$ cat src/hw/rtl/bis_pkg.sv
// ----------------------------------------------------------------------------
// Bilinear image scaler package
// Shared constants, types and arithmetic helpers for the scaler datapath.
// ----------------------------------------------------------------------------
package bis_pkg;

  // Store geometry and target limits.
  localparam int MAX_SRC_WIDTH  = 64;
  localparam int MAX_SRC_HEIGHT = 64;
  localparam int MAX_DST_SIZE   = 4096;

  // Fixed field widths.
  localparam int FRAC_W     = 16;
  localparam int CHAN_W     = 8;
  localparam int NUM_CHAN   = 4;
  localparam int PIX_W      = CHAN_W * NUM_CHAN;
  localparam int POS_W      = 12;
  localparam int SRC_CFG_W  = 7;
  localparam int DST_CFG_W  = 13;
  localparam int CFG_DATA_W = 13;
  localparam int CFG_IDX_W  = 2;

  // Source index widths and step width.
  localparam int XI_W        = (MAX_SRC_WIDTH > 2) ? $clog2(MAX_SRC_WIDTH) : 1;
  localparam int YI_W        = (MAX_SRC_HEIGHT > 2) ? $clog2(MAX_SRC_HEIGHT) : 1;
  localparam int MAX_SRC_DIM = (MAX_SRC_WIDTH > MAX_SRC_HEIGHT) ? MAX_SRC_WIDTH
                                                                 : MAX_SRC_HEIGHT;
  localparam int STEP_W      = $clog2((MAX_SRC_DIM - 1) * (1 << FRAC_W) + 1);
  localparam int PROD_W      = POS_W + STEP_W;
  localparam int DIV_CNT_W   = $clog2(STEP_W + 1);

  // Four banks split by column and row parity.
  localparam int NUM_BANKS  = 4;
  localparam int HALF_W     = (MAX_SRC_WIDTH + 1) / 2;
  localparam int HALF_H     = (MAX_SRC_HEIGHT + 1) / 2;
  localparam int XH_W       = (HALF_W > 1) ? $clog2(HALF_W) : 1;
  localparam int YH_W       = (HALF_H > 1) ? $clog2(HALF_H) : 1;
  localparam int BANK_DEPTH = HALF_W * HALF_H;
  localparam int BANK_AW    = (BANK_DEPTH > 1) ? $clog2(BANK_DEPTH) : 1;

  localparam logic [FRAC_W:0] ONE_FIXED = (FRAC_W + 1)'(1) << FRAC_W;

  // Configuration register indexes.
  typedef logic [CFG_IDX_W-1:0] cfg_idx_t;
  localparam cfg_idx_t REG_SOURCE_WIDTH  = 2'd0;
  localparam cfg_idx_t REG_SOURCE_HEIGHT = 2'd1;
  localparam cfg_idx_t REG_TARGET_WIDTH  = 2'd2;
  localparam cfg_idx_t REG_TARGET_HEIGHT = 2'd3;

  // Request codes.
  typedef enum logic {
    REQ_LOAD   = 1'b0,
    REQ_SAMPLE = 1'b1
  } req_type_t;

  typedef logic [CHAN_W-1:0]    chan_t;
  typedef logic [FRAC_W-1:0]    frac_t;
  typedef logic [STEP_W-1:0]    step_t;
  typedef logic [PIX_W-1:0]     pix_t;
  typedef logic [BANK_AW-1:0]   bank_addr_t;

  // The four neighbors of one channel.
  typedef struct packed {
    chan_t p00;
    chan_t p10;
    chan_t p01;
    chan_t p11;
  } quad_t;

  // Saturates a source size register to [2, hi].
  function automatic logic [SRC_CFG_W-1:0] clamp_src(logic [SRC_CFG_W-1:0] v, int hi);
    if (v < SRC_CFG_W'(2)) begin
      return SRC_CFG_W'(2);
    end
    if (int'(v) > hi) begin
      return SRC_CFG_W'(hi);
    end
    return v;
  endfunction

  // Saturates a target size register to [1, MAX_DST_SIZE].
  function automatic logic [DST_CFG_W-1:0] clamp_dst(logic [DST_CFG_W-1:0] v);
    if (v == '0) begin
      return DST_CFG_W'(1);
    end
    if (int'(v) > MAX_DST_SIZE) begin
      return DST_CFG_W'(MAX_DST_SIZE);
    end
    return v;
  endfunction

  // Saturates a target coordinate to the last column or row.
  function automatic logic [POS_W-1:0] clamp_pos(logic [POS_W-1:0] pos,
                                                 logic [DST_CFG_W-1:0] dst);
    logic [DST_CFG_W-1:0] last;
    last = dst - DST_CFG_W'(1);
    if (DST_CFG_W'(pos) >= dst) begin
      return last[POS_W-1:0];
    end
    return pos;
  endfunction

  // Linear blend with each weighted term floored separately.
  function automatic chan_t blend(chan_t a, chan_t b, frac_t f);
    logic [FRAC_W:0]        w;
    logic [CHAN_W+FRAC_W:0] ta;
    logic [CHAN_W+FRAC_W:0] tb;
    logic [CHAN_W+1:0]      sum;
    w   = ONE_FIXED - {1'b0, f};
    ta  = (CHAN_W + FRAC_W + 1)'(a) * (CHAN_W + FRAC_W + 1)'(w);
    tb  = (CHAN_W + FRAC_W + 1)'(b) * (CHAN_W + FRAC_W + 1)'(f);
    sum = (CHAN_W + 2)'(ta >> FRAC_W) + (CHAN_W + 2)'(tb >> FRAC_W);
    return sum[CHAN_W-1:0];
  endfunction

  // Word address inside one parity bank.
  function automatic bank_addr_t bank_addr(logic [XH_W-1:0] xh, logic [YH_W-1:0] yh);
    return BANK_AW'(int'(yh) * HALF_W + int'(xh));
  endfunction

endpackage

$ cat src/hw/rtl/bis_lane.sv
// ----------------------------------------------------------------------------
// Channel lane
// Two-stage bilinear blend of one color channel: horizontal pairs first,
// then between the two rows.
// ----------------------------------------------------------------------------
module bis_lane (
  input  logic            clk,
  input  bis_pkg::quad_t  quad,
  input  bis_pkg::frac_t  fx,
  input  bis_pkg::frac_t  fy,
  output bis_pkg::chan_t  chan
);
  import bis_pkg::*;

  chan_t top_r, top_nxt;
  chan_t bot_r, bot_nxt;
  frac_t fy_r;
  chan_t chan_r, chan_nxt;

  // Horizontal blends of the upper and lower pairs.
  always_comb begin
    top_nxt = blend(quad.p00, quad.p10, fx);
    bot_nxt = blend(quad.p01, quad.p11, fx);
  end

  // Vertical blend between the two rows.
  always_comb begin
    chan_nxt = blend(top_r, bot_r, fy_r);
  end

  always_ff @(posedge clk) begin
    top_r  <= top_nxt;
    bot_r  <= bot_nxt;
    fy_r   <= fy;
    chan_r <= chan_nxt;
  end

  assign chan = chan_r;

endmodule

$ cat config.mk
export PLATFORM = sky130hd
export DESIGN_NAME = bis_lane
export DESIGN_NICKNAME = d
export VERILOG_FILES = /design/src/hw/rtl/bis_pkg.sv /design/src/hw/rtl/bis_lane.sv
export SDC_FILE = /design/constraint.sdc
export NUM_CORES = 2
export LEC_CHECK = 0
export ABC_AREA = 1
export BUFFER_PORTS_ARGS = -buffer_cell sky130_fd_sc_hd__buf_2
export CAP_MARGIN = 20
export CORE_MARGIN = 8
export CORE_UTILIZATION = 45
export DETAILED_ROUTE_END_ITERATION = 8
export PLACE_DENSITY_LB_ADDON = 0.08
export RECOVER_POWER = 100
export SYNTH_ARGS = -nofsm -noshare
export SYNTH_HDL_FRONTEND = slang
export SYNTH_SLANG_ARGS = --single-unit
$ cat constraint.sdc
create_clock -name clk -period 11.6 [get_ports clk]
set_input_delay 0 -clock clk [delete_from_list [all_inputs] [get_ports clk]]
set_output_delay 0 -clock clk [all_outputs]
set_load 0.01 [all_outputs]
==> results.md <==
* Area grow syn2layout at 4.05%
* Setup CP Type: in -> reg
* Post-DP HPWL at 60,300 um
* Number of global-route vias before repair at 23,851
* Initial DRC count at 1,159
* Critical Path AT at 8.59 ns
* Synth Register Bits at 40
* Worst Hold Slack at 0.326 ns
* Commonest cells after routing, fill and taps aside: inv_1 (970), nand2_1 (900), fa_1 (516)
* Final Hold Vio Count at 0
* TNS Setup at 0 ns
* Avg WL per Cell at 16.0 um
* Crit-path max FO at 31
* Post-CTS Resized at 0
* Final Setup Violations at 0
* Initial antenna violation count at 2
* Status: complete, but fails checks
* TritonCTS clock tree: yes
* Antenna Nets Post-Route at 0
* IO Port Bufs at 72
* RSZ-0062 raised after global routing: false
* Buf+Inv Stages, Crit Path at 9
* Gp weighted congestion at 0.878
* First-pass GRT wire length at 122,000 um
* Min-delay worst type: in -> reg
* Max Buffers Root-to-Sink at 2
* Cell Area, Synth at 26,900 um2
* Worst skew pair latency at 0.30 ns
* Final Skew at 0.0126 ns
* Floorplan Core Area at 59,000 um2
* Cells after Synth at 3,785
* Worst Path Required at 11.79 ns
* Delay of the slowest critical-path stage at 1.55 ns
* Root Buffer: clkbuf_16
* Post-synthesis cell type count at 47
* Startpoint Class: primary input
* Cts-stage hold buffer count at 16
* YS warnings at 0
* Final slew viol count at 49
* CP top delay family: adder cells
* DIE HEIGHT at 260 um
* # rows at 89
* Sequential share of the synthesized area at 2.98%
* Most common cell after layout, fill and taps aside: inv_1
* Nets at 4,596
* Cell mode on critical path: nand2_1
* Starting density of the core at 45.5%
* TritonRoute pass-1 iters at 5
* Htree depth at 2
* Violated checks: max-capacitance violations, max-slew violations
* Clock transition at path regs at 0.08 ns
* Critical Path Slowest Stage Cell: clkbuf_1
* Layout cell share with drive strength beyond 1 at 2.99%
* Period minus WS final at 8.40 ns
* Post-CTS setup buffers at 0
* Routed vias/inst at 4.89
* Via Count at 22,136
* Largest net degree at the start of global routing at 32
* Setup crit end kind: register
* CTS buffer count at 5
* GRT Residual Overflow at 0
* Syn Nets at 4,632
* Die W at 260 um
* Maxcap violations at 2
* Measured slew at the worst slew-check pin at 2.19 ns
* Clk sink count at 40
* Global-route usage over all layers at 22.0%
* Final period utilization at 72.4%
* I/O pin cnt at 73
* F_max at 119 MHz
* Synthesized area per cell at 7.10 um2
* DRC violations left at 0
* Die area at 67,800 um2
* Total Wirelength at 72,400 um
* Slew HR at -46.1%
synth_stat cells, drive strengths merged:
cell type / instances / area (um2)
a21oi: 115 / 576
nor3b: 1 / 7.51
clkbuf: 113 / 424
a31oi: 8 / 50.1
a21o: 16 / 120
nor4b: 1 / 8.76
xor2: 46 / 418
o21ai: 54 / 278
ha: 266 / 3330
nor3: 22 / 126
dfxtp: 40 / 801
nand4: 34 / 219
a211oi: 7 / 52.6
o31ai: 8 / 60.1
o21bai: 9 / 67.6
nor4: 11 / 68.8
nand3b: 4 / 30.0
nor2: 474 / 1860
inv: 972 / 3650
o211ai: 4 / 30.0
nand2: 905 / 3420
o21a: 6 / 45.0
xnor2: 18 / 165
a21boi: 7 / 52.6
and3: 1 / 6.26
or2: 8 / 52.6
nand3: 93 / 465
buf: 22 / 135
and2: 4 / 25.0
fa: 516 / 10300
per-layer routing:
metal	up-vias	global-route usage (%)	part of all wire [%]
met2	406	38.7	48
met3	80	1.98	3.8
met5	-	0	0
li1	10962	-	-
met4	0	5.16	2.3
met1	10688	29.3	46
state kept, by name, summed over array words and instances (netlist names):
register and flops:
bot_r 8, chan 8, fy_r 16, top_r 8
per-stage QoR:
stage / worst slack, ns / std cells / util, % / instance area, um2
2_1_floorplan: 5.49 / 3785 / - / 26900
3_3_place_gp: 4.46 / 4499 / 46.9 / 27700
3_5_place_dp: 4.48 / 4499 / 46.9 / 27700
4_1_cts: 4.77 / 4523 / 47.4 / 28000
5_1_grt: 2.55 / 4524 / 47.4 / 28000
6_report: 3.20 / 4525 / 47.4 / 28000
kinds of logic after synthesis:
kind of cell | share of synthesized area (%)
simple gates | 23.4
xor+xnor | 2.17
fa+ha+maj | 50.8
flops | 2.98
buf+inv | 15.7
compound gates | 4.96
cell type report:
| cell class | instances | area [um2] |
|---|---|---|
| multi-input combinational | 2638 | 21800 |
| fill | 6200 | 31100 |
| timing repair buffer | 92 | 523 |
| antenna | 2 | 5.00 |
| sequential | 40 | 801 |
| clock inverter | 3 | 46.3 |
| tap | 773 | 967 |
| clock buffer | 5 | 125 |
| inverter | 972 | 3650 |
worst reg2reg max path, delay by kind of cell, from the launching register on:
| kind | cells | cell delay, ns |
|---|---|---|
| and+or+nand+nor | 11 | 1.05 |
| adders and majority gates | 7 | 2.86 |
| DFF | 1 | 0.32 |
| xor gates and xnor gates | 3 | 0.90 |
| AOI/OAI and AO/OA | 4 | 0.65 |
| buffers and inverters | 8 | 1.33 |
final timing paths:
check	startpoint	end	slack [ns]	cells after the start
hold reg to reg	top_r[7]$_DFF_P_	chan[7]$_DFF_P_	1.16	7
hold / removal	fy[0]	fy_r[0]$_DFF_P_	0.33	2
setup reg to reg	fy_r[0]$_DFF_P_	chan[6]$_DFF_P_	4.36	33
setup / recovery	fx[0]	top_r[7]$_DFF_P_	3.20	36
Power is not shown: default switching activity piles up to over one toggle a cycle in this logic, so the estimate is an artifact.
