### config.mk
export PLATFORM = sky130hd
export DESIGN_NAME = bis_step_div
export DESIGN_NICKNAME = d
export VERILOG_FILES = /design/src/hw/rtl/bis_pkg.sv /design/src/hw/rtl/bis_step_div.sv
export SDC_FILE = /design/constraint.sdc
export NUM_CORES = 1
export LEC_CHECK = 0
export BUFFER_PORTS_ARGS = -buffer_cell sky130_fd_sc_hd__buf_2
export CELL_PAD_IN_SITES_DETAIL_PLACEMENT = 1
export CELL_PAD_IN_SITES_GLOBAL_PLACEMENT = 1
export CORE_MARGIN = 2
export CORE_UTILIZATION = 42
export CTS_CLUSTER_SIZE = 40
export DETAILED_ROUTE_END_ITERATION = 8
export GPL_TIMING_DRIVEN = 0
export HOLD_SLACK_MARGIN = 0.02
export PLACE_DENSITY_LB_ADDON = 0.1
export SLEW_MARGIN = 20
export SYNTH_ARGS = -nofsm -noshare
export SYNTH_HDL_FRONTEND = slang
export SYNTH_SLANG_ARGS = --single-unit
### constraint.sdc
create_clock -name clk -period 2.7 [get_ports clk]
set_clock_uncertainty 0.1 [all_clocks]
set_input_delay 0.54 -clock clk [delete_from_list [all_inputs] [get_ports clk]]
set_output_delay 0.54 -clock clk [all_outputs]
set_load 0.01 [all_outputs]
### src/hw/rtl/bis_pkg.sv
// ----------------------------------------------------------------------------
// Bilinear image scaler package
// Shared constants, types and arithmetic helpers for the scaler datapath.
// ----------------------------------------------------------------------------
package bis_pkg;

  // Store geometry and target limits.
  localparam int MAX_SRC_WIDTH  = 64;
  localparam int MAX_SRC_HEIGHT = 64;
  localparam int MAX_DST_SIZE   = 4096;

  // Fixed field widths.
  localparam int FRAC_W     = 16;
  localparam int CHAN_W     = 8;
  localparam int NUM_CHAN   = 4;
  localparam int PIX_W      = CHAN_W * NUM_CHAN;
  localparam int POS_W      = 12;
  localparam int SRC_CFG_W  = 7;
  localparam int DST_CFG_W  = 13;
  localparam int CFG_DATA_W = 13;
  localparam int CFG_IDX_W  = 2;

  // Source index widths and step width.
  localparam int XI_W        = (MAX_SRC_WIDTH > 2) ? $clog2(MAX_SRC_WIDTH) : 1;
  localparam int YI_W        = (MAX_SRC_HEIGHT > 2) ? $clog2(MAX_SRC_HEIGHT) : 1;
  localparam int MAX_SRC_DIM = (MAX_SRC_WIDTH > MAX_SRC_HEIGHT) ? MAX_SRC_WIDTH
                                                                 : MAX_SRC_HEIGHT;
  localparam int STEP_W      = $clog2((MAX_SRC_DIM - 1) * (1 << FRAC_W) + 1);
  localparam int PROD_W      = POS_W + STEP_W;
  localparam int DIV_CNT_W   = $clog2(STEP_W + 1);

  // Four banks split by column and row parity.
  localparam int NUM_BANKS  = 4;
  localparam int HALF_W     = (MAX_SRC_WIDTH + 1) / 2;
  localparam int HALF_H     = (MAX_SRC_HEIGHT + 1) / 2;
  localparam int XH_W       = (HALF_W > 1) ? $clog2(HALF_W) : 1;
  localparam int YH_W       = (HALF_H > 1) ? $clog2(HALF_H) : 1;
  localparam int BANK_DEPTH = HALF_W * HALF_H;
  localparam int BANK_AW    = (BANK_DEPTH > 1) ? $clog2(BANK_DEPTH) : 1;

  localparam logic [FRAC_W:0] ONE_FIXED = (FRAC_W + 1)'(1) << FRAC_W;

  // Configuration register indexes.
  typedef logic [CFG_IDX_W-1:0] cfg_idx_t;
  localparam cfg_idx_t REG_SOURCE_WIDTH  = 2'd0;
  localparam cfg_idx_t REG_SOURCE_HEIGHT = 2'd1;
  localparam cfg_idx_t REG_TARGET_WIDTH  = 2'd2;
  localparam cfg_idx_t REG_TARGET_HEIGHT = 2'd3;

  // Request codes.
  typedef enum logic {
    REQ_LOAD   = 1'b0,
    REQ_SAMPLE = 1'b1
  } req_type_t;

  typedef logic [CHAN_W-1:0]    chan_t;
  typedef logic [FRAC_W-1:0]    frac_t;
  typedef logic [STEP_W-1:0]    step_t;
  typedef logic [PIX_W-1:0]     pix_t;
  typedef logic [BANK_AW-1:0]   bank_addr_t;

  // The four neighbors of one channel.
  typedef struct packed {
    chan_t p00;
    chan_t p10;
    chan_t p01;
    chan_t p11;
  } quad_t;

  // Saturates a source size register to [2, hi].
  function automatic logic [SRC_CFG_W-1:0] clamp_src(logic [SRC_CFG_W-1:0] v, int hi);
    if (v < SRC_CFG_W'(2)) begin
      return SRC_CFG_W'(2);
    end
    if (int'(v) > hi) begin
      return SRC_CFG_W'(hi);
    end
    return v;
  endfunction

  // Saturates a target size register to [1, MAX_DST_SIZE].
  function automatic logic [DST_CFG_W-1:0] clamp_dst(logic [DST_CFG_W-1:0] v);
    if (v == '0) begin
      return DST_CFG_W'(1);
    end
    if (int'(v) > MAX_DST_SIZE) begin
      return DST_CFG_W'(MAX_DST_SIZE);
    end
    return v;
  endfunction

  // Saturates a target coordinate to the last column or row.
  function automatic logic [POS_W-1:0] clamp_pos(logic [POS_W-1:0] pos,
                                                 logic [DST_CFG_W-1:0] dst);
    logic [DST_CFG_W-1:0] last;
    last = dst - DST_CFG_W'(1);
    if (DST_CFG_W'(pos) >= dst) begin
      return last[POS_W-1:0];
    end
    return pos;
  endfunction

  // Linear blend with each weighted term floored separately.
  function automatic chan_t blend(chan_t a, chan_t b, frac_t f);
    logic [FRAC_W:0]        w;
    logic [CHAN_W+FRAC_W:0] ta;
    logic [CHAN_W+FRAC_W:0] tb;
    logic [CHAN_W+1:0]      sum;
    w   = ONE_FIXED - {1'b0, f};
    ta  = (CHAN_W + FRAC_W + 1)'(a) * (CHAN_W + FRAC_W + 1)'(w);
    tb  = (CHAN_W + FRAC_W + 1)'(b) * (CHAN_W + FRAC_W + 1)'(f);
    sum = (CHAN_W + 2)'(ta >> FRAC_W) + (CHAN_W + 2)'(tb >> FRAC_W);
    return sum[CHAN_W-1:0];
  endfunction

  // Word address inside one parity bank.
  function automatic bank_addr_t bank_addr(logic [XH_W-1:0] xh, logic [YH_W-1:0] yh);
    return BANK_AW'(int'(yh) * HALF_W + int'(xh));
  endfunction

endpackage

### src/hw/rtl/bis_step_div.sv
// ----------------------------------------------------------------------------
// Step divider
// Restoring divider that forms the 6.16 step (src - 1) * 65536 / dst,
// one quotient bit per cycle.
// ----------------------------------------------------------------------------
module bis_step_div (
  input  logic                              clk,
  input  logic                              rst_n,
  input  logic                              start,
  input  logic [bis_pkg::SRC_CFG_W-1:0]     src,
  input  logic [bis_pkg::DST_CFG_W-1:0]     dst,
  output bis_pkg::step_t                    step,
  output logic                              busy
);
  import bis_pkg::*;

  logic [DIV_CNT_W-1:0] cnt_r, cnt_nxt;
  logic [STEP_W-1:0]    dvd_r, dvd_nxt;
  logic [STEP_W-1:0]    quo_r, quo_nxt;
  logic [DST_CFG_W-1:0] den_r, den_nxt;
  logic [DST_CFG_W-1:0] rem_r, rem_nxt;
  logic [DST_CFG_W:0]   rem_sh;

  // One restoring step per cycle; a start reloads the operands.
  always_comb begin
    cnt_nxt = cnt_r;
    dvd_nxt = dvd_r;
    quo_nxt = quo_r;
    den_nxt = den_r;
    rem_nxt = rem_r;
    rem_sh  = {rem_r, dvd_r[STEP_W-1]};
    if (start) begin
      cnt_nxt = DIV_CNT_W'(STEP_W);
      dvd_nxt = STEP_W'(src - SRC_CFG_W'(1)) << FRAC_W;
      quo_nxt = '0;
      den_nxt = dst;
      rem_nxt = '0;
    end else if (cnt_r != '0) begin
      cnt_nxt = cnt_r - DIV_CNT_W'(1);
      dvd_nxt = dvd_r << 1;
      if (rem_sh >= {1'b0, den_r}) begin
        rem_nxt = DST_CFG_W'(rem_sh - {1'b0, den_r});
        quo_nxt = {quo_r[STEP_W-2:0], 1'b1};
      end else begin
        rem_nxt = rem_sh[DST_CFG_W-1:0];
        quo_nxt = {quo_r[STEP_W-2:0], 1'b0};
      end
    end
  end

  // Iteration counter.
  always_ff @(posedge clk) begin
    if (!rst_n) begin
      cnt_r <= '0;
    end else begin
      cnt_r <= cnt_nxt;
    end
  end

  // Datapath registers.
  always_ff @(posedge clk) begin
    dvd_r <= dvd_nxt;
    quo_r <= quo_nxt;
    den_r <= den_nxt;
    rem_r <= rem_nxt;
  end

  assign step = quo_r;
  assign busy = (cnt_r != '0);

endmodule

==> impl_metrics.toml <==
[outcome]
status = "complete, no violations"

[die]
die_x_um = 86.3
start_util_pct = 44.0
die_y_um = 86.3
coreArea_sq_mm = 0.00646
std_cell_rows = 29
dieArea_sq_mm = 0.00744
io_pins = 46

[timing]
setup_slack_ns = 0.132
hold_violations = 0
worst_slew_pin_slew_ns = 0.629
slew_viol_final = 0
post-route-period-util_pct = 95.1
min_period_ns = 2.57
clock.fmax_mhz = 389
slew_headroom_pct = 57.6
setup_viol_count_final = 0

[clocking]
clk_latency_ns = 0.34
clockRootBuffer = "clkbuf_8"
cts_buffers = 9
clkTransAtPathRegs_ns = 0.07
cts_hold_buffers = 0
htreeDepth = 3
cts_tree = "yes"
cts.sinks = 59
clk_path_buf_depth = 2

[synthesis]
yosysWarnings = 0
synth_compound_area_share_pct = 16.1
synth_fa_ha_area_share_pct = 7.31
ys_seq_elements = 59
synth-xor-area-share_pct = 5.24
synthMuxAreaShare_pct = 2.64
ys_types = 43
yosys.area_share.simple_pct = 15.7
syn_area_sq_mm = 0.00284
synth-seq-area-share_pct = 48.3
synth_top_family_by_area = "compound AO/OA/AOI/OAI gates"
syn_inst = 310
yosysTopAreaCell = "dfxtp_1"
yosysTopAreaCellShare_pct = 28.2
avgSynthCellArea_sq_um = 9.17
syn_nets = 349
synthTopCellsByArea = "dfxtp_1 (28%), edfxtp_1 (20%), nand2_1 (7.7%), ha_1 (6.6%), a21oi_1 (6.2%)"

[power]
swShare_pct = 32.0
cellInternalPower_mw = 1.75
switching_power_mw = 0.823
power_frac_seq_pct = 41.3
comb_power_share_pct = 27.4
power_density_mw_per_mm2 = 752
peakVddDrop_v = 0.000366
power.total_mw = 2.57
leakagePower_nw = 1.46
p_clk_share_pct = 31.3

[drt]
totalWireLength_um = 6700
first_iter_violations = 97
via_per_inst = 5.20
dr.pass1.iters = 4
vias = 2335
drc = 0
ant_nets = 0
wire_per_inst_um = 14.9

[finish]
num_antenna_cells = 0
layout.nets = 406
drive_gt1_share_pct = 19.9
syn_to_final_growth_pct = 20.1

[flow_run]
drv_cap = 0

[setup_path]
critPathTopFamily = "compound AO/OA/AOI/OAI gates"
slowest_delay_ns = 0.37
cp.arrival_ns = 2.72
worst-setup-path-type = "reg -> reg"
endpoint_kind = "flip-flop"
r2r-end = "rem_r[0]"
cp-start-kind = "flip-flop"
timing.rr.start = "dvd_r[21]"
crit_chain = "inv_1, ha_2, fa_2, and2b_1, o2111ai_2, nand3b_4, o21ai_4, a21o_1, buf_6, mux2_4, a211oi_2"
critical_path_buf_inv_count = 2
worstPathMaxFanout = 4
worst_r2r_path_depth = 11
critical_path_required_ns = 2.86
rrSetupSlack_ns = 0.13
slowest_stage = "edfxtp_1"

[place]
dp_slack_ns = 0.0191
dp_hpwl_um = 4840
io_buffers = 44
gp_congestion = 0.773

[global_route]
grt_pass1_vias = 2366
grt_pass1_wl_um = 11100
grt_antenna_before_repair = 0
grt_max_degree = 20
grt_overflow = 0
grtUsageTotal_pct = 19.0

[min_path]
min-delay-start = "dst[10]"
hold-path-endpoint = "den_r[10]"
hold_path.class = "in -> reg"
holdPathStages = 1
==> routing by layer <==
| metal | share of wire [%] | global-route usage (%) | wire, um |
|---|---|---|---|
| met5 | 0 | 0 | 0 |
| met4 | 1.2 | 6.39 | 79 |
| met3 | 2.8 | 3.71 | 186 |
| met2 | 45 | 30.8 | 3020 |
| met1 | 51 | 25.7 | 3410 |
==> worst max-delay path by stage <==
stage	depth (start not counted)	start	endpoint
3_3_place_gp	11	dvd_r[21]	rem_r[0]
2_1_floorplan	11	dvd_r[21]	rem_r[0]
6_report	11	dvd_r[21]	rem_r[0]
3_5_place_dp	11	dvd_r[21]	rem_r[0]
5_1_grt	11	dvd_r[21]	rem_r[0]
4_1_cts	11	dvd_r[21]	rem_r[0]
==> cells in the final DEF (no fill, tap or decap), types with 6 or more instances in the layout <==
cell,Yosys,routed
dfxtp_1,40,40
clkbuf_1,10,11
xor2_1,6,6
a21oi_1,35,35
nor2_1,25,25
nand2_1,58,58
clkbuf_8,0,9
a211oi_1,7,7
o21ai_0,10,10
xnor2_1,11,11
inv_1,22,22
ha_1,15,14
edfxtp_1,19,19
buf_2,0,44
mux2i_1,6,6
==> synthesized netlist by cell type (all sizes together) <==
cell type,n
ha,15
a32oi,2
dfxtp,40
edfxtp,19
o21bai,1
inv,23
a41oi,2
and3,4
fa,1
a22o,1
o31ai,1
nor2,26
o21ai,11
nand4,1
nand3b,1
nand2b,5
or2,1
a211oi,8
o211ai,1
a31oi,2
clkbuf,10
xor2,6
nand3,1
o2111ai,1
nor3,3
nor2b,2
o21a,2
a21o,3
nand2,58
and2b,1
buf,1
a21oi,36
xnor2,11
mux2i,6
a311oi,1
and4,1
a21boi,1
mux2,1
==> logic make-up after synthesis <==
family	count (synthesis)
xor+xnor	17
buf+inv	34
mux	7
fa+ha+maj	16
flops	59
compound gates	73
simple gates	104
==> registers in the layout, summed over array words and instances (netlist names) <==
signal,flops
cnt_r,5
den_r,13
rem_r,13
dvd_r,6
step,22
==> power by group through the flow <==
stage	clock network [mW]	logic, mW	registers, mW
3_5_place_dp	0	0.660	1.08
5_1_grt	0.866	0.786	1.07
3_3_place_gp	0	0.639	1.08
4_1_cts	0.825	0.665	1.06
6_report	0.804	0.705	1.06
2_1_floorplan	0	0.499	1.06
==> final cells by class <==
cell class	instances	area [sq um]
fillers	789	3050
multi-input cells	217	1370
flip-flops and latches	59	1370
repair buffers	47	243
clock buffers	13	181
well taps	77	96.3
inverters	23	86.3
plain buffers	10	45.0
clock inverters	3	16.3
==> what timing repair did <==
| item | in CTS | in global routing |
|---|---|---|
| gates resized for setup | 1 | 6 |
| pin swaps | 0 | 3 |
| setup endpoints to repair | 1 | 8 |
| buffers inserted | 0 | 3 |
==> metrics by stage <==
step	instances	setup TNS [ns]	instance area, sq um	hold slack [ns]	utilization [%]
global placement	431	0	3160	0.341	48.9
detailed placement	431	0	3160	0.345	48.9
finish	449	0	3410	0.275	52.8
global route	449	-0.0123	3410	0.266	52.8
CTS	446	0	3360	0.265	52.0
floorplan	310	0	2840	0.358	-
Note: power is estimated with default switching activity, not from simulation.
